[src/rtl/core/fafr_pkg.sv]
package fafr_pkg;

	// Upper limit applied to max_ports
	localparam logic [4:0] FAFR_PORTS = 5'd16;

	// Reset value of max_ports
	localparam logic [4:0] FAFR_MAXP_RST = 5'd16;

	// Flow key, stored and compared as one word
	typedef struct packed {
		logic [15:0] dst_port;
		logic [31:0] dst_addr;
		logic [15:0] src_port;
		logic [31:0] src_addr;
	} fafr_key_t;

	// Lookup probe walking down the row of slots
	typedef struct packed {
		logic       vld;
		fafr_key_t  key;
		logic       hit;
		logic [3:0] dest;
	} fafr_probe_t;

	// Insert command broadcast to all slots
	typedef struct packed {
		logic       en;
		fafr_key_t  key;
		logic [3:0] dest;
	} fafr_ins_t;

endpackage

[src/rtl/core/fafr_rr.sv]
module fafr_rr
	import fafr_pkg::*;
(
	input  logic       clk,
	input  logic       arst_n,
	input  logic       cfg_we,
	input  logic [4:0] cfg_data,
	input  logic       step,
	output logic [3:0] port_nxt
);

	logic [4:0] max_ports_q;
	logic [3:0] pos_q;
	logic [4:0] eff;
	logic [4:0] inc;

	// Clamp max_ports to 1..FAFR_PORTS
	always_comb begin
		if (max_ports_q == 5'd0) begin
			eff = 5'd1;
		end else if (max_ports_q > FAFR_PORTS) begin
			eff = FAFR_PORTS;
		end else begin
			eff = max_ports_q;
		end
	end

	// Position stays below eff, so the modulo is a single wrap
	assign inc      = {1'b0, pos_q} + 5'd1;
	assign port_nxt = (inc >= eff) ? 4'd0 : inc[3:0];

	always_ff @(posedge clk or negedge arst_n) begin
		if (!arst_n) begin
			max_ports_q <= FAFR_MAXP_RST;
			pos_q       <= 4'd0;
		end else if (cfg_we) begin
			max_ports_q <= cfg_data;
			pos_q       <= 4'd0;
		end else if (step) begin
			pos_q <= port_nxt;
		end
	end

endmodule

[config.mk]
export PLATFORM = sky130hd
export DESIGN_NAME = fafr_rr
export DESIGN_NICKNAME = d
export VERILOG_FILES = /design/src/rtl/core/fafr_pkg.sv /design/src/rtl/core/fafr_rr.sv
export SDC_FILE = /design/constraint.sdc
export NUM_CORES = 1
export LEC_CHECK = 0
export ABC_CLOCK_PERIOD_IN_PS = 2200
export BUFFER_PORTS_ARGS = -buffer_cell sky130_fd_sc_hd__buf_2
export CAP_MARGIN = 5
export CORE_AREA = 2 2 39 41
export CTS_BUF_LIST = sky130_fd_sc_hd__clkbuf_8
export DETAILED_ROUTE_END_ITERATION = 16
export DIE_AREA = 0 0 41 43
export GPL_ROUTABILITY_DRIVEN = 0
export PLACE_DENSITY = 0.71
export SLEW_MARGIN = 20
export SYNTH_ARGS = -nofsm -noshare
export SYNTH_HDL_FRONTEND = slang
export SYNTH_SLANG_ARGS = --single-unit
export TNS_END_PERCENT = 1
[constraint.sdc]
create_clock -name clk -period 2.2 [get_ports clk]
set_input_delay 0.55 -clock clk [delete_from_list [all_inputs] [get_ports clk]]
set_output_delay 0.55 -clock clk [all_outputs]
set_load 0.02 [all_outputs]
# --- After elaboration in Yosys (flattened, before gate mapping) ---
# Index checks and enable logic that the tools add are counted.
# W data, S select, Z words.
word_totals:
  n_memories: 0
  wordCells: 12
  ramBits: 0
  output_inout_bits: 4
  latchBits: 0
  in_bits: 9
  romBits: 0
  register_bits: 9
classes:
  n_addsub: 1
  n_bitwise: 0
  eq_ne: 0
  reduce_logical: 2
  n_div: 0
  mux: 5
  shift: 0
  magnitude_cmp: 2
  n_mul: 0
ops:
  columns: ["operator", "count"]
  rows:
  - ["$mux W4", 3]
  - ["$mux W5", 2]
  - ["$add A4 B1 Y5 const B", 1]
  - ["$ge A5 B5 Y1", 1]
  - ["$gt A5 B5 Y1 const B", 1]
  - ["$logic_not A5 Y1", 1]
  - ["$reduce_bool A2 Y1", 1]

# --- Logic depth before layout (Yosys ltp) ---
# Gate-level depths: netlist of run 1.
logic_depth:
  ltp_word: 7
  depth_mapped: 8
  mapped_depth_nobuf: 8

# --- Least setup slack after synthesis of run 1 ---
# No wires, ideal clock.
synth_timing:
  path_kind: "register to output"
  start: "register pos_q[0]"
  end: "output port port_nxt[0]"
  path_buffers: 0
  path_slack_ps: -281
  arrival_time_ps: 1931
  stages_incl_launch_ff: 8
  required_ps: 1650
  path_cell_list: "dfrtp_1 > ha_1 > xor2_1 > ha_1 > a21oi_2 > o21ai_2 > a31oi_4 > nor2b_1"
synth_via:
  elab_chain_cells: 3
synth_rtl:
  columns: ["element", "line", "source"]
  rows:
  - ["start: declaration", "fafr_rr.sv:13", "logic [3:0] pos_q;"]
  - ["start signal: assignment", "fafr_rr.sv:40", "pos_q <= port_nxt;"]
  - ["$add A4 B1 Y5 (*)", "fafr_rr.sv:29", "assign inc = {1'b0, pos_q} + 5'd1;"]
  - ["$ge A5 B5 Y1", "fafr_rr.sv:30", "assign port_nxt = (inc >= eff) ? 4'd0 : inc[3:0];"]
  - ["$mux W4 (*)", "fafr_rr.sv:30", null]
  - ["end: declaration", "fafr_rr.sv:9", "output logic [3:0] port_nxt"]
# Every way passes the cells marked *; elsewhere a longest branch is shown, timed or not.

# --- Final worst setup path of run 1 ---
layout_timing:
  start: "register pos_q[1]"
  end: "output port port_nxt[1]"
# The elaborated chain is that of the path after synthesis.

==> flow_metrics.env, run 1 <==
export IMPL_outcome="complete, but fails checks"
export IMPL_violations="setup timing"
export IMPL_avgSynthCellArea_sq_um=10.94
export IMPL_powerDensity_nw_per_um2=674.5
export IMPL_grt_max_degree=12
export IMPL_syn_num_nets=69
export IMPL_hold_buffers=0
export IMPL_yosysMostFrequentCell="dfrtp_1"
export IMPL_wl_met3_um=15
export IMPL_row_count=14
export IMPL_ys_seq_area_frac=0.3835
export IMPL_post_route_min_period_ps=2518
export IMPL_grt_pass1_wl_um=1980
export IMPL_ant_nets=0
export IMPL_place_ws_ps=-118.0
export IMPL_ioPinCount=13
export IMPL_met1_length_um=512
export IMPL_rsz0062_at_grt="true"
export IMPL_setup_viol=4
export IMPL_hpwl_um=956.9
export IMPL_ir_drop_v=0.0003854
export IMPL_grt_pass1_vias=514
export IMPL_period_share=1.145
export IMPL_min_path_type="input pin to asynchronous set/reset pin"
export IMPL_yosys_warnings=0
export IMPL_area_delta_synth_final_pct=40.04
export IMPL_grtUsageTotal=0.1643
export IMPL_htreeDepth=1
export IMPL_slew_headroom=0.8532
export IMPL_met2_length_um=573
export IMPL_synth_top_cell_area_share=0.3390
export IMPL_slew_viol_final=0
export IMPL_drive_gt1_frac=0.5584
export IMPL_drc=0
export IMPL_final_fill_count=128
export IMPL_worstPathRequired_ps=1650
export IMPL_fmax_mhz=397.1
export IMPL_yosys_top_cells_area="dfrtp_1 (34%), ha_1 (13%), mux2_2 (9.5%)"
export IMPL_fin_skew_ps=0.8133
export IMPL_cap_violations=0
export IMPL_via_per_inst=4.914
export IMPL_root_buffer="clkbuf_8"
export IMPL_p_leak_nw=0.4030
export IMPL_antenna_found_initial=0
export IMPL_dr_total_vias=457
export IMPL_synth_edff_count=0
export IMPL_insertion_delay_ps=220
export IMPL_cts_tree="yes"
export IMPL_n_antenna_cell=0
export IMPL_tns_ps=-1234
export IMPL_cts_made_buffers=3
export IMPL_die_w_um=41
export IMPL_first_pass_iters=4
export IMPL_netlist_instances=54
export IMPL_yosys_area_top_type="dfrtp_1"
export IMPL_total_power_mw=0.5578
export IMPL_overflow=0
export IMPL_synth_cell_types=25
export IMPL_initial_core_util=0.4268
export IMPL_critPathKind="register to primary output"
export IMPL_synth_flop_cell="dfrtp_1"
export IMPL_ys_top_cells_by_count="dfrtp_1 (8), ha_1 (6), nand2_1 (6)"
export IMPL_highest_layer="met3"
export IMPL_ys_async_sr_fraction=1.000
export IMPL_port_buffers=12
export IMPL_drtIter0Drc=3
export IMPL_synth_area_sq_um=590.6
export IMPL_crit_path_max_fanout=5
export IMPL_post_route_util=0.5976
export IMPL_core_area_sq_um=1384
export IMPL_wl_per_cell_um=11.83
export IMPL_clock_sinks=9
export IMPL_die_area_sq_um=1763
export IMPL_totalWireLength_um=1100
export IMPL_ys_ff_latch=9
export IMPL_clk_pin_slew_ps=40
export IMPL_fp_dieH_um=43
export IMPL_setup_slack_ps=-318.4
export IMPL_worstMarginPinSlew_ps=220.2
export IMPL_nets=93
export IMPL_worstPathArrival_ps=1970
export IMPL_clock_path_buffers=2
export IMPL_worstSetupEndpointType="primary output"
export IMPL_crit_path_start_kind="register"
export IMPL_finalHoldViolations=0
## critical path, stage by stage (launching register included)
cell and delay [ps]:
dfrtp_1 400, ha_4 190, xor2_2 150, ha_1 310, nand2_1 70, o21ai_2 150
a31oi_4 110, and2_2 210, buf_4 150
## report_power, final
| part | internal, mW | switching (mW) | total, mW |
|---|---|---|---|
| Clock | 0.121 | 0.0578 | 0.179 |
| Sequential | 0.182 | 0.00933 | 0.191 |
| Combinational | 0.0990 | 0.0892 | 0.188 |
| Total | 0.402 | 0.156 | 0.558 |
## routing by layer
layer / up-vias / GRT usage
li1: 237 / -
met1: 215 / 0.2034
met2: 5 / 0.2563
met3: 0 / 0.005236
met4: 0 / 0.1200
met5: - / 0
## worst paths after layout
path	startpoint	to	slack, ps	cells past startpoint
worst max-delay path	pos_q[1]	port_nxt[1]	-320	8
worst min register to register	max_ports_q[0]	max_ports_q[0]	510	1
worst max register to register	pos_q[1]	pos_q[3]	290	8
min in group clk	max_ports_q[0]	max_ports_q[0]	510	1
max in group asynchronous	arst_n	max_ports_q[4]	1790	1
worst min-delay path	arst_n	max_ports_q[0]	170	1
## kinds of logic (layout without fill, tap and decap cells)
logic type | count (synthesis) | after routing | share of synthesized area
mux | 5 | 5 | 0.09533
simple gates | 21 | 21 | 0.1949
buf+inv | 2 | 25 | 0.01907
flops | 9 | 9 | 0.3835
xor+xnor | 2 | 2 | 0.02967
compound gates | 9 | 9 | 0.1504
fa+ha+maj | 6 | 6 | 0.1271
## per-stage QoR
step	hold WS, ps	std cells	instance area [sq um]
after CTS	165.2	93	827.0
final	166.1	93	827.0
after global routing	174.9	93	827.0
after detailed placement	408.9	89	760.7
after floorplan	254.4	54	628.1
after global placement	409.0	89	760.7
## layout make-up
| class | count | area [sq um] | share of cell area |
|---|---|---|---|
| Multi-Input combinational cell | 43 | 396.6 | 0.4796 |
| Sequential cell | 9 | 227.7 | 0.2753 |
| Timing Repair Buffer | 20 | 133.9 | 0.1619 |
| Clock buffer | 3 | 41.29 | 0.04992 |
| Tap cell | 16 | 20.02 | 0.02421 |
| Clock inverter | 1 | 3.754 | 0.004539 |
| Inverter | 1 | 3.754 | 0.004539 |
## cells in the final DEF (no fill, tap or decap), types with 2 or more instances in the layout
cell type	instances
nor2b_4	2
ha_4	2
dfrtp_1	7
and2_2	3
clkbuf_8	3
buf_4	11
a32o_1	2
mux2_2	5
ha_1	4
buf_2	8
nand2_1	6
nor2_1	5
inv_1	2
## repair_timing
item / CTS / global route
resized for setup: 6 / 0
pin swaps: 0 / 0
endpoints found under the setup margin: 4 / 4
buffers inserted: 0 / 0
## state kept, by name, indices dropped and copies added, names as in the netlist
name and count:
max_ports_q 5, pos_q 4
(Power assumes the default switching activity.)
==> run 2: changes to the inputs <==
Settings changed: BUFFER_PORTS_ARGS -buffer_cell sky130_fd_sc_hd__buf_2 to -buffer_cell sky130_fd_sc_hd__clkbuf_2, PLACE_DENSITY 0.71 to 0.72.
==> run 2 against run 1 <==
The flow still finishes with violations (setup timing). Routed wire length rose by 8.3%. Count of clock-buffer cells in the layout did not move. Die area did not move. Sequential share of layout area fell by 1.6 points. Flip-flop and latch count did not move. Sequential power barely moved. Clock power barely moved. Total power rose by 2.9%. Worst setup slack improved by 21 ps. Largest cell class unchanged. Critical path type unchanged.
==> flow_metrics.env, run 2 (synthesis gave the netlist of run 1 again) <==
export IMPL_outcome="complete, but fails checks"
export IMPL_violations="setup timing"
export IMPL_p_sw_mw=0.1609
export IMPL_worstSetupEndpointType="primary output"
export IMPL_totalWireLength_um=1191
export IMPL_cts_tree="yes"
export IMPL_slew_headroom=0.8440
export IMPL_post_route_min_period_ps=2497
export IMPL_period_share=1.135
export IMPL_drive_gt1_frac=0.5875
export IMPL_powerDensity_nw_per_um2=654.3
export IMPL_setup_viol=4
export IMPL_p_leak_nw=0.4274
export IMPL_die_area_sq_um=1763
export IMPL_tns_ps=-1176
export IMPL_path_buf_inv=1
export IMPL_antenna_found_initial=0
export IMPL_overflow=0
export IMPL_power_internal_mw=0.4129
export IMPL_setup_slack_ps=-297.5
export IMPL_finalHoldViolations=0
export IMPL_dr_total_vias=501
export IMPL_ant_nets=0
export IMPL_grt_pass1_wl_um=1980
export IMPL_min_path_type="input pin to asynchronous set/reset pin"
export IMPL_initial_core_util=0.4268
export IMPL_final_common_cell="buf_4"
export IMPL_layout_common_cells="buf_4 (11), clkbuf_2 (8), dfrtp_1 (7), nand2_1 (6), clkbuf_8 (6)"
export IMPL_grt_max_degree=12
export IMPL_area_delta_synth_final_pct=48.52
export IMPL_hold_buffers=0
export IMPL_path_cells="ha_4 > xor2_2 > ha_1 > a21oi_2 > o21ai_2 > a31oi_4 > and2_2 > clkbuf_8"
export IMPL_worstPathRequired_ps=1650
export IMPL_multi_input_area_sq_um=401.6
export IMPL_insertion_delay_ps=230
export IMPL_core_area_sq_um=1384
export IMPL_crit_cells=8
export IMPL_wl_per_cell_um=12.41
export IMPL_row_count=14
export IMPL_ioPinCount=13
export IMPL_path_delay_family="adder cells"
export IMPL_clk_pin_slew_ps=40
export IMPL_crit_end="port_nxt[3]"
export IMPL_rsz0062_at_grt="true"
export IMPL_grtUsageTotal=0.1741
export IMPL_worstMarginPinSlew_ps=233.9
export IMPL_drtIter0Drc=8
export IMPL_ir_drop_v=0.0003831
export IMPL_reg_top3="max_ports_q: 5 flops, pos_q: 4 flops"
export IMPL_fp_dieH_um=43
export IMPL_crit_path_start_kind="register"
export IMPL_fmax_mhz=400.4
export IMPL_power_frac_clock=0.314
export IMPL_drc=0
export IMPL_dp_cells=92
export IMPL_worstPathArrival_ps=1950
export IMPL_reg2reg_to="pos_q[3]"
export IMPL_first_pass_iters=4
export IMPL_port_buffers=12
export IMPL_nets=96
export IMPL_area_sequential_sq_um=227.7
export IMPL_fin_skew_ps=2.708
export IMPL_top_register="max_ports_q"
export IMPL_p_sw_frac=0.2804
export IMPL_hpwl_um=963.5
export IMPL_p_seq_frac=0.336
export IMPL_clock_sinks=9
export IMPL_n_antenna_cell=0
export IMPL_final_fill_count=113
export IMPL_crit_path_start="pos_q[0]"
export IMPL_r2r_setup_slack_ps=310
export IMPL_cpPeakStageDelay_ps=410
export IMPL_crit_slowest_cell="dfrtp_2"
export IMPL_root_buffer="clkbuf_8"
export IMPL_worst_hold_slack_ps=170.3
export IMPL_largest_reg_flops=5
export IMPL_die_w_um=41
export IMPL_critPathKind="register to primary output"
export IMPL_via_per_inst=5.219
export IMPL_rr_worst_depth=8
export IMPL_cts_made_buffers=3
export IMPL_cap_violations=0
export IMPL_combinationalPowerShare=0.350
export IMPL_fin_cells=96
export IMPL_clock_path_buffers=2
export IMPL_grt_pass1_vias=485
export IMPL_crit_path_max_fanout=5
export IMPL_reg2reg_from="pos_q[0]"
export IMPL_slew_viol_final=0
export IMPL_htreeDepth=1
-- run 2: power by group through the flow --
stage                     Sequential (mW)  Clock (mW)  Combinational [mW]
final                               0.193       0.180               0.201
after global routing                0.195       0.197               0.219
after CTS                           0.192       0.186               0.201
after detailed placement            0.193           0               0.181
after global placement              0.193           0               0.177
after floorplan                     0.197           0               0.114
-- run 2: layout make-up --
cell class / count / share of cell area
clock buffers: 3 / 0.04708
clock inverters: 1 / 0.004280
inverters: 1 / 0.004280
multi-input cells: 43 / 0.4579
flip-flops and latches: 9 / 0.2596
well taps: 16 / 0.02282
repair buffers: 23 / 0.2040
-- run 2: routing by layer --
metal / vias to the layer above / GRT usage / share of wire
met4: 0 / 0.1133 / 0.013
met1: 242 / 0.2020 / 0.40
met3: 2 / 0.03665 / 0.036
met2: 12 / 0.2719 / 0.55
li1: 245 / - / -
met5: - / 0 / 0
-- run 2: timing repair --
| item | CTS | global route |
|---|---|---|
| gates resized for setup | 8 | 2 |
| endpoints found under the setup margin | 4 | 4 |
| buffers inserted | 0 | 0 |
-- run 2: how the worst min path moves through the flow --
stage	slack [ps]	end	start
after floorplan	250	max_ports_q[0]	arst_n
after global placement	410	max_ports_q[0]	arst_n
after detailed placement	410	max_ports_q[2]	arst_n
after CTS	170	max_ports_q[2]	arst_n
after global routing	180	pos_q[1]	arst_n
final	170	max_ports_q[2]	arst_n
-- run 2: through the flow --
step	utilization	total power, mW	setup slack (ps)	cell area, sq um
finish	0.6338	0.5738	-297.5	877.1
detailed placement	0.5660	0.3748	-94.18	783.3
global route	0.6338	0.6112	-391.4	877.1
CTS	0.6293	0.5783	-326.4	870.8
global placement	0.5660	0.3701	-57.07	783.3
floorplan	-	0.3110	-43.15	628.1
