File: config.mk
export PLATFORM = sky130hd
export DESIGN_NAME = fafr_cell
export DESIGN_NICKNAME = d
export VERILOG_FILES = /design/src/rtl/core/fafr_pkg.sv /design/src/rtl/core/fafr_cell.sv
export SDC_FILE = /design/constraint.sdc
export NUM_CORES = 1
export LEC_CHECK = 0
export ABC_AREA = 1
export BUFFER_PORTS_ARGS = -buffer_cell sky130_fd_sc_hd__buf_2
export CORE_MARGIN = 2
export CORE_UTILIZATION = 44
export CTS_CLUSTER_DIAMETER = 80
export DETAILED_ROUTE_END_ITERATION = 6
export PLACE_DENSITY_LB_ADDON = 0.2
export SLEW_MARGIN = 20
export SYNTH_ARGS = -nofsm -noshare
export SYNTH_HDL_FRONTEND = slang
export SYNTH_SLANG_ARGS = --single-unit
export TNS_END_PERCENT = 100
File: constraint.sdc
create_clock -name clk -period 7.75 [get_ports clk]
set_input_delay 1.55 -clock clk [delete_from_list [all_inputs] [get_ports clk]]
set_output_delay 1.55 -clock clk [all_outputs]
set_load 0.02 [all_outputs]
File: src/rtl/core/fafr_pkg.sv
package fafr_pkg;

	// Upper limit applied to max_ports
	localparam logic [4:0] FAFR_PORTS = 5'd16;

	// Reset value of max_ports
	localparam logic [4:0] FAFR_MAXP_RST = 5'd16;

	// Flow key, stored and compared as one word
	typedef struct packed {
		logic [15:0] dst_port;
		logic [31:0] dst_addr;
		logic [15:0] src_port;
		logic [31:0] src_addr;
	} fafr_key_t;

	// Lookup probe walking down the row of slots
	typedef struct packed {
		logic       vld;
		fafr_key_t  key;
		logic       hit;
		logic [3:0] dest;
	} fafr_probe_t;

	// Insert command broadcast to all slots
	typedef struct packed {
		logic       en;
		fafr_key_t  key;
		logic [3:0] dest;
	} fafr_ins_t;

endpackage

File: src/rtl/core/fafr_cell.sv
module fafr_cell
	import fafr_pkg::*;
(
	input  logic        clk,
	input  logic        arst_n,
	input  logic        adv,
	input  fafr_probe_t probe_in,
	output fafr_probe_t probe_out,
	input  logic        prev_filled,
	output logic        filled,
	input  fafr_ins_t   ins
);

	logic        filled_q;
	fafr_key_t   key_q;
	logic [3:0]  dest_q;
	logic        probe_vld_s1;
	fafr_key_t   probe_key_s1;
	logic        probe_hit_s1;
	logic [3:0]  probe_dest_s1;
	logic        match;

	// This slot is the first free one when its left neighbour is filled
	always_ff @(posedge clk or negedge arst_n) begin
		if (!arst_n) begin
			filled_q <= 1'b0;
		end else if (ins.en && prev_filled && !filled_q) begin
			filled_q <= 1'b1;
		end
	end

	// Stored flow, payload only
	always_ff @(posedge clk) begin
		if (ins.en && prev_filled && !filled_q) begin
			key_q  <= ins.key;
			dest_q <= ins.dest;
		end
	end

	assign match = filled_q && (probe_in.key == key_q);

	// Probe stage towards the next slot
	always_ff @(posedge clk or negedge arst_n) begin
		if (!arst_n) begin
			probe_vld_s1 <= 1'b0;
		end else if (adv) begin
			probe_vld_s1 <= probe_in.vld;
		end
	end

	always_ff @(posedge clk) begin
		if (adv) begin
			probe_key_s1  <= probe_in.key;
			probe_hit_s1  <= probe_in.hit | match;
			probe_dest_s1 <= match ? dest_q : probe_in.dest;
		end
	end

	assign probe_out.vld  = probe_vld_s1;
	assign probe_out.key  = probe_key_s1;
	assign probe_out.hit  = probe_hit_s1;
	assign probe_out.dest = probe_dest_s1;
	assign filled         = filled_q;

endmodule

Word level (Yosys, flattened, before mapping)
Cells that the tools add are included.
- reductions and logical operators: 4
- bitwise logic cells: 1
- equal/unequal tests: 1
- muxes and demuxes: 1
- operators by type and width (operator ; number):
    96-bit equality test ; 1
    4-bit 2-to-1 mux ; 1
    1-bit logical AND ; 3
    1-bit zero test ; 1
    1-bit bitwise OR ; 1
- bits of input ports: 207
- logic and storage cells: 20
- register bits after elaboration: 203

Depth between registers and ports, before layout
Gate-level depths: netlist of run 1.
- word-level depth: 3
- mapped depth: 13
- gate-level depth less buffers: 13

Least setup slack after synthesis of run 1
Ideal clock, no wire load.
- path kind: input-to-reg
- start point: in ins[100] in the netlist's numbering
- end point: reg dest_q[0] (enable)
- buffers on the path: 0
- stages on the path: 2
- arrival: 8336 ps
- path slack: -1267 ps
- path through: inv_1 > nor3_1
- cells in the longest elaborated chain, start to end: 2
- RTL lines (what ; line ; RTL):
    start: declaration ; fafr_cell.sv:11 ; input fafr_ins_t ins
    1-bit logical AND (2 in a row) ; fafr_cell.sv:34 ; if (ins.en && prev_filled && !filled_q) begin
    end signal: assignment ; fafr_cell.sv:36 ; dest_q <= ins.dest;
    end: declaration ; fafr_cell.sv:16 ; logic [3:0] dest_q;
Every way passes these cells.
A chain may end at the register's enable or synchronous reset.

Worst setup path in the final report of run 1
- start point: in prev_filled
- end point: reg key_q[8] in the netlist's numbering (enable)
- cells in the longest elaborated chain, start to end: 2
- RTL lines (what ; line ; RTL):
    start: declaration ; fafr_cell.sv:9 ; input logic prev_filled,
    1-bit logical AND (2 in a row) ; fafr_cell.sv:34 ;
    end signal: assignment ; fafr_cell.sv:35 ; key_q <= ins.key;
    end: declaration ; fafr_cell.sv:15 ; fafr_key_t key_q;
Every way passes these cells.

==> impl_metrics.yaml, run 1 <==
drt:
  detail_route.iter0.violations: 223
  via_count: 5356
  avgViaCountPerCell: 4.460
  route.final.wire_length_um: 17810
  antenna_viol_nets_final: 0
  drtPass1Iterations: 4
  drcViolationCount: 0
  route.detailed.wl_per_inst_um: 14.83
floorplanning:
  starting_density_of_the_core_pct: 44.43
  die_area_um2: 19100
  fp.dieH_um: 138.2
  placementRows: 49
  io-pin-count: 310
  core_region_area_um2: 17840
  dieWidth_um: 138.2
logic_synthesis:
  synthDominantAreaCellType: "sky130_fd_sc_hd__edfxtp_1"
  part_of_the_yosys_area_used_for_sequential_elements_pct: 76.78
  post_synth_instance_area_um2: 7926
  synth.lib_cells_used.distinct: 21
  syn-num-nets: 825
  synthesis.area_per_instance_um2: 12.83
  asyncSetResetFlopFracSynth_pct: 0.9852
  post_synthesis_compound_gate_area_fraction_pct: 1.358
  synth_enable_flop_cells: 201
  largest_cells_by_area_after_synthesis: "sky130_fd_sc_hd__edfxtp_1 (76%), sky130_fd_sc_hd__nand2_1 (8.4%), sky130_fd_sc_hd__inv_1 (5.7%), sky130_fd_sc_hd__xnor2_1 (3.1%), sky130_fd_sc_hd__nor2_1 (1.6%)"
  post_synth_fa_ha_maj_area_fraction_pct: 0
  synthMuxAreaShare_pct: 0.1421
  ys.warnings.count: 0
  synthesis.instances: 618
  synth.most_common_cell: "sky130_fd_sc_hd__edfxtp_1"
  synth-simple-area-share_pct: 11.89
  xor_xnor_fraction_of_synth_area_pct: 3.867
  ys.flop_type: "sky130_fd_sc_hd__edfxtp_1"
  synth_top_family_by_area: "simple AND/OR/NAND/NOR gates"
  netlist.area_leader.share_pct: 76.15
  post_synth_most_frequent_cells: "sky130_fd_sc_hd__edfxtp_1 (201), sky130_fd_sc_hd__nand2_1 (177), sky130_fd_sc_hd__inv_1 (121), sky130_fd_sc_hd__nor2_1 (34), sky130_fd_sc_hd__xnor2_1 (28)"
  synth.ff_latch_count: 203
worst_setup_path:
  worst_setup_path_end_kind: "flip-flop"
  worst_path_arrival_time_ns: 3.09
  crit_path_frequent_cell: "sky130_fd_sc_hd__buf_4"
  critical_path.startpoint_type: "input pin"
  timing.setup.critical_path_class: "in -> reg"
  critPathBufInv: 4
  slowest_stage: "sky130_fd_sc_hd__buf_4"
  worst-path-max-fanout: 72
  cpPeakStageDelay_ns: 0.76
  cp_cell_sequence: "buf_2 > inv_1 > nor3_4 > buf_4 > buf_4"
  critPathRequiredTime_ns: 7.87
  cp_top_family: "buffers and inverters"
timing:
  worstMarginPinSlew_ns: 0.9779
  clock_skew_ns: 0.01755
  final_hold_viol_count: 0
  finalSetupTns_ns: 0
  finalCriticalPeriod_ns: 2.973
  slew-limit-headroom_pct: 34.81
  rsz_0062_raised_after_global_routing: "false"
  timing.fmax_ghz: 0.3364
  timing.final.crit_share_pct: 38.36
  drv_slew: 0
  setup_violations: 0
  layout_setup_ws_ns: 4.777
pwr:
  p_leak_uw: 0.004777
  worst_ir_drop_vdd_mv: 0.1722
  power_density_nw_per_um2: 235.9
  totalPowerFinal_uw: 2474
cells_and_area:
  flow.area_growth_from_synthesis_pct: 32.28
  layout.nets: 1159
  final_util_pct: 58.77
  drive_gt1_share_pct: 36.26
global_route:
  grt_max_degree: 73
  antenna_found_initial: 5
  grt_pass1_vias: 5423
  grt_first_pass_wirelength_um: 26970
  grt_util_all_layers_pct: 18.13
  gr-total-overflow: 0
clock_network:
  buffer_type_at_the_clock_tree_root: "sky130_fd_sc_hd__clkbuf_16"
  htree_num_levels: 1
  clk_pin_slew_ns: 0.06
  post_cts_buffers: 0
  numCtsBuffers: 22
  tritoncts: "built"
  cts.sinks: 203
  postCtsHoldBufs: 0
  ctsLongestPathBuffers: 3
  clk_latency_ns: 0.50
  cts_resized: 0
run_status:
  outcome: "finished, final reports clean"
job:
  cap_violations: 0
place:
  place.detailed.hpwl_um: 13590
  place.port_buffers: 309
  dp_slack_ns: 4.241
  gpl.final_weighted_congestion: 0.7816
min_path:
  hold_path.class: "reg -> reg"
cell families after synthesis:
family	after synthesis
AND/OR/NAND/NOR	234
flip-flops	203
buffers and inverters	124
XOR/XNOR	35
AO/OA/AOI/OAI	21
multiplexers	1
per-layer routing:
metal	GRT usage (%)	up-vias	wire length [um]
li1	-	2677	-
met1	21.20	2426	6885
met2	31.63	215	8827
met3	5.888	36	1578
met4	6.176	2	501
met5	0	-	14
path summary, 6_finish.rpt:
kind,from,to,slack [ns],depth (start not counted)
worst max register to register,filled$_DFFE_PN0P_,key_q[8]$_DFFE_PP_,5.52,3
min in group asynchronous,arst_n,filled$_DFFE_PN0P_,0.83,1
worst min register to register,probe_vld_s1$_DFFE_PN0P_,probe_vld_s1$_DFFE_PN0P_,0.50,1
worst max-delay path,prev_filled,key_q[8]$_DFFE_PP_,4.78,5
worst min-delay path,probe_vld_s1$_DFFE_PN0P_,probe_vld_s1$_DFFE_PN0P_,0.50,1
max in group asynchronous,arst_n,probe_vld_s1$_DFFE_PN0P_,6.82,1
where the power goes:
part	internal [uW]	leakage, uW	switching (uW)	total (uW)
registers	1260	0.00191	9.62	1260
clock network	591	0.000339	406	998
logic	81.6	0.00253	129	211
total	1930	0.00478	546	2470
layout by cell type, fill, tap and decap left out, types with 2 or more instances in the layout:
master	count
sky130_fd_sc_hd__bufinv_16	2
sky130_fd_sc_hd__clkinv_2	3
sky130_fd_sc_hd__buf_4	4
sky130_fd_sc_hd__clkbuf_1	5
sky130_fd_sc_hd__nor3_1	3
sky130_fd_sc_hd__nand4_1	6
sky130_fd_sc_hd__nor2_1	34
sky130_fd_sc_hd__dfrtp_1	2
sky130_fd_sc_hd__inv_1	121
sky130_fd_sc_hd__nand2_1	177
sky130_fd_sc_hd__edfxtp_1	201
sky130_fd_sc_hd__xnor2_1	28
sky130_fd_sc_hd__diode_2	4
sky130_fd_sc_hd__o21ai_0	7
sky130_fd_sc_hd__nand3_1	6
sky130_fd_sc_hd__nor2_4	2
sky130_fd_sc_hd__or2_2	2
sky130_fd_sc_hd__xor2_1	7
sky130_fd_sc_hd__clkbuf_16	22
sky130_fd_sc_hd__buf_2	308
sky130_fd_sc_hd__o21ai_1	13
sky130_fd_sc_hd__clkinv_1	6
area by class of cell:
class,count,area [um2]
fillers,1492,7356
flip-flops and latches,203,6086
repair buffers,312,1572
multi-input cells,291,1379
clock buffers,27,569.3
inverters,122,457.9
well taps,229,286.5
clock inverters,13,125.1
diodes,4,10.01
sequential cells by signal, indices dropped and copies added (netlist names):
signal and count:
dest_q 4, filled 1, key_q 96, probe_dest_s1 4
probe_hit_s1 1, probe_out 96, probe_vld_s1 1
through the flow:
step	area, um2	instances	hold WS [ns]
6_report	10490	1201	0.5036
5_1_grt	10490	1201	0.5344
4_1_cts	10480	1197	0.5036
3_5_place_dp	9781	1157	0.4903
3_3_place_gp	9781	1157	0.4892
2_1_floorplan	7931	618	0.4819
worst register-to-register path: stages, from the launching register on:
cell and delay (ns):
sky130_fd_sc_hd__dfrtp_1 0.42, sky130_fd_sc_hd__nor3_4 0.18, sky130_fd_sc_hd__buf_4 0.36, sky130_fd_sc_hd__buf_4 0.78
Power figures use the tool's default switching activity.
==> inputs of run 2 (changes only) <==
--- a/config.mk
+++ b/config.mk
@@ -5,10 +5,10 @@
 export SDC_FILE = /design/constraint.sdc
 export NUM_CORES = 1
 export LEC_CHECK = 0
-export ABC_AREA = 1
+export ABC_AREA = 0
 export BUFFER_PORTS_ARGS = -buffer_cell sky130_fd_sc_hd__buf_2
 export CORE_MARGIN = 2
-export CORE_UTILIZATION = 44
+export CORE_UTILIZATION = 43
 export CTS_CLUSTER_DIAMETER = 80
 export DETAILED_ROUTE_END_ITERATION = 6
 export PLACE_DENSITY_LB_ADDON = 0.2
==> constraint.sdc (replaced) <==
create_clock -name clk -period 2.6 [get_ports clk]
set_input_delay 0.52 -clock clk [delete_from_list [all_inputs] [get_ports clk]]
set_output_delay 0.52 -clock clk [all_outputs]
set_load 0.02 [all_outputs]
==> run 2 against run 1 <==
Against the previous run:
- non-clock buffer count rose by 7
- highest routed layer unchanged
- sequential power rose to 3.0 times the previous value
- worst hold slack got worse by 0.30 ns
- area after synthesis fell by 6.5%
- largest power group unchanged
- global-route usage barely moved
- critical path depth rose by 3
- clock skew fell by 0.0069 ns
- die area fell by 4.2%
- critical path type is now reg -> reg
- worst setup slack got worse by 4.5 ns
- wire length fell by 4.1%
- design area fell by 5.0%
==> impl_metrics.yaml, run 2 <==
run_status:
  outcome: "finished, final reports clean"
job:
  cap_violations: 0
logic_synthesis:
  ys.flop_type: "sky130_fd_sc_hd__edfxtp_1"
  asyncSetResetFlopFracSynth_pct: 0.9852
  post_synth_instance_area_um2: 7415
  part_of_the_yosys_area_used_for_sequential_elements_pct: 82.08
  syn-num-nets: 583
  netlist.area_leader.share_pct: 81.40
  synth_enable_flop_cells: 201
  ys.warnings.count: 0
  synthDominantAreaCellType: "sky130_fd_sc_hd__edfxtp_1"
  synthesis.instances: 376
  synth.ff_latch_count: 203
  synth.most_common_cell: "sky130_fd_sc_hd__edfxtp_1"
  synth.lib_cells_used.distinct: 36
  largest_cells_by_area_after_synthesis: "sky130_fd_sc_hd__edfxtp_1 (81%), sky130_fd_sc_hd__xnor2_1 (7.9%), sky130_fd_sc_hd__nand4_1 (1.3%), sky130_fd_sc_hd__inv_1 (1.1%), sky130_fd_sc_hd__mux2_4 (0.81%)"
  synthesis.area_per_instance_um2: 19.72
  post_synth_most_frequent_cells: "sky130_fd_sc_hd__edfxtp_1 (201), sky130_fd_sc_hd__xnor2_1 (67), sky130_fd_sc_hd__inv_1 (21), sky130_fd_sc_hd__nand4_1 (15), sky130_fd_sc_hd__o22ai_1 (9)"
global_route:
  grt_util_all_layers_pct: 18.16
  grt_max_degree: 101
  grt_pass1_vias: 4785
  gr-total-overflow: 0
  antenna_found_initial: 4
  grt_first_pass_wirelength_um: 24840
worst_setup_path:
  worst_r2r_path_depth: 8
  timing.setup.critical_path_class: "reg -> reg"
  critPathRequiredTime_ns: 2.84
  worst_setup_path_end_kind: "flip-flop"
  worst-path-max-fanout: 5
  cpPeakStageDelay_ns: 0.39
  regToRegEndpoint: "probe_dest_s1[3]$_DFFE_PP_"
  cp_cell_sequence: "xnor2_1 > nand4_1 > nor4_4 > buf_4 > nand4_1 > nor4_4 > buf_4 > mux2_4"
  slowest_stage: "sky130_fd_sc_hd__edfxtp_1"
  worst_path_arrival_time_ns: 2.60
  rrSetupSlack_ns: 0.24
  critical_path.startpoint_type: "flip-flop"
  r2r-start: "key_q[62]$_DFFE_PP_"
clock_network:
  buffer_type_at_the_clock_tree_root: "sky130_fd_sc_hd__clkbuf_16"
  cts.sinks: 203
  numCtsBuffers: 21
  htree_num_levels: 1
  clk_latency_ns: 0.49
  tritoncts: "built"
  ctsLongestPathBuffers: 3
  clk_pin_slew_ns: 0.06
min_path:
  worst_hold_startpoint: "ins[91]"
  worst_hold_path.num_cells: 1
  hold-path-endpoint: "key_q[87]$_DFFE_PP_"
  hold_path.class: "in -> reg"
floorplanning:
  starting_density_of_the_core_pct: 43.47
  fp.dieH_um: 135.3
  placementRows: 48
  io-pin-count: 310
  core_region_area_um2: 17060
  die_area_um2: 18310
  dieWidth_um: 135.3
pwr:
  p_leak_uw: 0.003933
  power_density_nw_per_um2: 703.4
  power.sequential.fraction_pct: 53.9
  power_frac_clock_pct: 37.2
  totalPowerFinal_uw: 7005
  worst_ir_drop_vdd_mv: 0.5362
  switching_share_pct: 21.88
  power.switching_uw: 1533
  combinationalPowerShare_pct: 8.9
  power_report.internal_total_uw: 5472
drt:
  avgViaCountPerCell: 4.752
  route.final.wire_length_um: 17080
  route.detailed.wl_per_inst_um: 17.83
  via_count: 4552
  drcViolationCount: 0
  antenna_viol_nets_final: 0
  drtPass1Iterations: 4
  detail_route.iter0.violations: 178
cells_and_area:
  final_cell_mix: "sky130_fd_sc_hd__buf_2 (308), sky130_fd_sc_hd__edfxtp_1 (201), sky130_fd_sc_hd__xnor2_1 (67)"
  drive_gt1_share_pct: 49.45
  final_area_um2: 9960
  finalNonFillerCells: 958
  layout_commonest_cell: "sky130_fd_sc_hd__buf_2"
  final_util_pct: 58.39
  layout.nets: 923
  flow.area_growth_from_synthesis_pct: 34.32
place:
  gpl.final_weighted_congestion: 0.7879
  place.port_buffers: 309
  detailed_place.area_um2: 9343
  dpl.cell_count: 917
  place.detailed.hpwl_um: 12970
timing:
  finalSetupTns_ns: 0
  setup_violations: 0
  clock_skew_ns: 0.01066
  worstMarginPinSlew_ns: 0.5422
  rsz_0062_raised_after_global_routing: "false"
  timing.fmax_ghz: 0.4234
  final_hold_viol_count: 0
  finalCriticalPeriod_ns: 2.362
  slew-limit-headroom_pct: 63.85
  drv_slew: 0
  timing.final.crit_share_pct: 90.85
==> run 2: cell count changes in the layout (fill, tap and decap cells not counted), sizes merged, moves of 9 or more <==
cell / before / now
xnor2: 28 / 67
o21ai: 20 / 0
nand4: 6 / 18
inv: 123 / 23
nor2: 37 / 1
nand2: 178 / 2
o22ai: 0 / 9
==> run 2: cells by family (layout without fill, tap and decap cells) <==
kind of cell	after synthesis	count (layout)	synth area share, %
mux	5	5	0.9619
buf+inv	26	380	1.417
compound gates	22	22	2.413
xor+xnor	68	68	8.032
simple gates	52	52	5.096
flops	203	203	82.08
other cells	0	3	0
==> run 2: worst max-delay path by stage <==
| stage | startpoint | end | slack [ns] | depth (start not counted) |
|---|---|---|---|---|
| 2_1_floorplan | ins[100] | dest_q[0]$_DFFE_PP_ | 0.09 | 2 |
| 3_3_place_gp | probe_in[29] | probe_dest_s1[1]$_DFFE_PP_ | -0.01 | 9 |
| 3_5_place_dp | probe_in[67] | probe_dest_s1[0]$_DFFE_PP_ | -0.06 | 9 |
| 4_1_cts | key_q[62]$_DFFE_PP_ | probe_dest_s1[3]$_DFFE_PP_ | 0.15 | 8 |
| 5_1_grt | key_q[62]$_DFFE_PP_ | probe_dest_s1[1]$_DFFE_PP_ | 0.03 | 8 |
| 6_report | key_q[62]$_DFFE_PP_ | probe_dest_s1[3]$_DFFE_PP_ | 0.24 | 8 |
==> run 2: final cells by class <==
class | count | area, um2
flip-flops and latches | 203 | 6086
clock inverters | 11 | 46.29
fillers | 1410 | 7097
inverters | 24 | 90.09
well taps | 225 | 281.5
clock buffers | 26 | 544.3
diodes | 3 | 7.507
repair buffers | 319 | 1664
multi-input cells | 147 | 1240
==> run 2: per-layer routing <==
metal / wire [um] / global-route usage, % / vias to the layer above / part of all wire (%)
met2: 8661 / 32.40 / 218 / 51
li1: - / - / 2132 / -
met5: 13 / 0 / - / 0.076
met3: 1493 / 5.312 / 32 / 8.7
met4: 406 / 6.076 / 2 / 2.4
met1: 6504 / 21.00 / 2168 / 38
==> run 2: worst max-delay path, delay by kind of cell (launching register included) <==
family                    cells  cell delay [ns]
and+or+nand+nor               4             0.90
DFF                           1             0.39
buffers and inverters         2             0.35
muxes                         1             0.30
xor gates and xnor gates      1             0.19
==> run 2: timing repair <==
| item | CTS | global route |
|---|---|---|
| hold endpoints to repair | 2 | 0 |
| setup endpoints to repair | 0 | 1 |
| hold buffers | 1 | 0 |
| gates resized for setup | 0 | 1 |
| buffers inserted | 0 | 0 |
==> run 2: through the flow <==
| stage | hold WS (ns) | setup slack, ns |
|---|---|---|
| after floorplan | 0.2244 | 0.09456 |
| after global placement | 0.3228 | -0.01466 |
| after detailed placement | 0.3264 | -0.06311 |
| after CTS | 0.1802 | 0.1549 |
| after global routing | 0.1825 | 0.03405 |
| final | 0.2029 | 0.2379 |
==> run 2: power groups by stage <==
stage / Clock (uW) / Combinational (uW) / Sequential, uW
final: 2610 / 625 / 3770
after global routing: 2820 / 672 / 3780
after CTS: 2690 / 634 / 3770
after detailed placement: 0 / 630 / 3840
after global placement: 0 / 622 / 3840
after floorplan: 0 / 89.6 / 4010
==> inputs of run 3 (changes only) <==
--- a/config.mk
+++ b/config.mk
@@ -8,10 +8,11 @@
 export ABC_AREA = 0
 export BUFFER_PORTS_ARGS = -buffer_cell sky130_fd_sc_hd__buf_2
 export CORE_MARGIN = 2
-export CORE_UTILIZATION = 43
+export CORE_UTILIZATION = 48
 export CTS_CLUSTER_DIAMETER = 80
 export DETAILED_ROUTE_END_ITERATION = 6
 export PLACE_DENSITY_LB_ADDON = 0.2
+export RECOVER_POWER = 25
 export SLEW_MARGIN = 20
 export SYNTH_ARGS = -nofsm -noshare
 export SYNTH_HDL_FRONTEND = slang
==> constraint.sdc (replaced) <==
create_clock -name clk -period 2.4 [get_ports clk]
set_input_delay 0.48 -clock clk [delete_from_list [all_inputs] [get_ports clk]]
set_output_delay 0.48 -clock clk [all_outputs]
set_load 0.02 [all_outputs]
==> run 3 against run 2 <==
Against the previous run:
- first-iteration DRC count rose by 21%
- worst setup slack got worse by 0.13 ns
- largest cell class unchanged
- wire length fell by 2.4%
- critical endpoint is now probe_dest_s1[2]$_DFFE_PP_
==> impl_metrics.yaml, run 3 (synthesis gave the netlist of run 2 again) <==
run_status:
  outcome: "finished, final reports clean"
global_route:
  antenna_found_initial: 1
  grt_first_pass_wirelength_um: 24560
  gr-total-overflow: 0
  grt_max_degree: 85
  grt_pass1_vias: 4698
  grt_util_all_layers_pct: 19.68
worst_setup_path:
  r2r-start: "key_q[11]$_DFFE_PP_"
  rrSetupSlack_ns: 0.11
  worst_path_arrival_time_ns: 2.53
  worst-path-max-fanout: 5
  worst_setup_path_end_kind: "flip-flop"
  critical_path.startpoint_type: "flip-flop"
  regToRegEndpoint: "probe_dest_s1[2]$_DFFE_PP_"
  worst_r2r_path_depth: 7
  critPathRequiredTime_ns: 2.64
  timing.setup.critical_path_class: "reg -> reg"
pwr:
  p_leak_uw: 0.003894
  power_density_nw_per_um2: 787.4
  worst_ir_drop_vdd_mv: 0.9851
drt:
  antenna_viol_nets_final: 0
  detail_route.iter0.violations: 216
  drtPass1Iterations: 5
  route.final.wire_length_um: 16670
  drcViolationCount: 0
  via_count: 4513
  route.detailed.wl_per_inst_um: 18.12
  avgViaCountPerCell: 4.905
clock_network:
  tritoncts: "built"
  htree_num_levels: 1
  clk_latency_ns: 0.50
  numCtsBuffers: 21
  buffer_type_at_the_clock_tree_root: "sky130_fd_sc_hd__clkbuf_16"
  ctsLongestPathBuffers: 3
  clk_pin_slew_ns: 0.06
  cts.sinks: 203
cells_and_area:
  layout.nets: 926
  final_area_um2: 9950
  flow.area_growth_from_synthesis_pct: 34.19
  final_cell_mix: "sky130_fd_sc_hd__buf_2 (282), sky130_fd_sc_hd__edfxtp_1 (201), sky130_fd_sc_hd__xnor2_1 (67)"
  finalNonFillerCells: 920
  drive_gt1_share_pct: 47.06
  final_util_pct: 65.69
  layout_commonest_cell: "sky130_fd_sc_hd__buf_2"
floorplanning:
  io-pin-count: 310
  starting_density_of_the_core_pct: 48.95
  placementRows: 45
  dieWidth_um: 128.3
  fp.dieH_um: 128.3
  die_area_um2: 16460
  core_region_area_um2: 15150
timing:
  final_hold_viol_count: 0
  layout_setup_ws_ns: 0.1124
  finalCriticalPeriod_ns: 2.288
  setup_violations: 0
  timing.final.crit_share_pct: 95.31
  holdWs_ns: 0.1558
  worstMarginPinSlew_ns: 0.4908
  drv_slew: 0
  rsz_0062_raised_after_global_routing: "true"
  timing.fmax_ghz: 0.4371
  clock_skew_ns: 0.01959
  slew-limit-headroom_pct: 67.28
place:
  dp_slack_ns: -0.2027
  place.port_buffers: 309
  detailed_place.area_um2: 9315
  dpl.cell_count: 882
  gpl.final_weighted_congestion: 0.7715
  place.detailed.hpwl_um: 12640
min_path:
  hold_path.class: "in -> reg"
  worst_hold_startpoint: "ins[41]"
  hold-path-endpoint: "key_q[37]$_DFFE_PP_"
  worst_hold_path.num_cells: 1
job:
  cap_violations: 0
==> run 3: changes by cell type in the layout (fill, tap and decap cells not counted), moves of 4 or more <==
| cell | before | now |
|---|---|---|
| sky130_fd_sc_hd__buf_2 | 308 | 282 |
| sky130_fd_sc_hd__clkbuf_1 | 5 | 29 |
| sky130_fd_sc_hd__clkinv_1 | 10 | 5 |
| sky130_fd_sc_hd__buf_4 | 7 | 11 |
==> run 3: metrics by stage <==
step	TNS [ns]	power, uW
after floorplan	-2.164	4446
after global placement	-0.5808	4821
after detailed placement	-0.7810	4840
after CTS	0	7908
after global routing	-0.06430	8093
final	0	7835
==> run 3: power by group <==
part / internal (uW) / total [uW] / switching (uW)
Combinational: 272 / 669 / 397
Sequential: 4050 / 4090 / 34.1
Clock: 1810 / 3080 / 1270
Total: 6140 / 7830 / 1700
==> run 3: area by class of cell <==
| cell class | instances | area (um2) |
|---|---|---|
| flip-flops and latches | 203 | 6086 |
| multi-input cells | 147 | 1255 |
| inverters | 24 | 90.09 |
| clock inverters | 10 | 98.84 |
| repair buffers | 322 | 1642 |
| diodes | 1 | 2.502 |
| fillers | 1134 | 5196 |
| well taps | 188 | 235.2 |
| clock buffers | 25 | 540.5 |
==> run 3: timing repair <==
item,4_1_cts,5_1_grt
endpoints found under the hold margin,2,0
pin swaps,7,7
setup buffers,0,1
cloned,0,0
resized for setup,1,1
endpoints found under the setup margin,4,4
hold buffers,1,0
==> run 3: routing by layer <==
layer	GRT usage (%)	wire length (um)
met1	22.80	5913
met2	36.39	9064
met3	4.007	1241
met4	6.529	447
met5	0	0
==> run 3: worst max-delay path, stage by stage (launching register included) <==
cell and delay (ns):
sky130_fd_sc_hd__edfxtp_1 0.38, sky130_fd_sc_hd__nor2b_1 0.15, sky130_fd_sc_hd__a2111o_1 0.33, sky130_fd_sc_hd__nor4_2 0.30
sky130_fd_sc_hd__nand4_1 0.20, sky130_fd_sc_hd__nor4_4 0.19, sky130_fd_sc_hd__buf_4 0.19, sky130_fd_sc_hd__mux2_4 0.30
==> run 3: worst max-delay path by stage <==
| stage | start | to | slack, ns |
|---|---|---|---|
| 2_1_floorplan | ins[100] | dest_q[0]$_DFFE_PP_ | -0.02 |
| 3_3_place_gp | probe_in[29] | probe_dest_s1[0]$_DFFE_PP_ | -0.15 |
| 3_5_place_dp | probe_in[76] | probe_dest_s1[1]$_DFFE_PP_ | -0.20 |
| 4_1_cts | key_q[82]$_DFFE_PP_ | probe_dest_s1[2]$_DFFE_PP_ | 0.001 |
| 5_1_grt | key_q[24]$_DFFE_PP_ | probe_dest_s1[2]$_DFFE_PP_ | -0.02 |
| 6_report | key_q[11]$_DFFE_PP_ | probe_dest_s1[2]$_DFFE_PP_ | 0.11 |
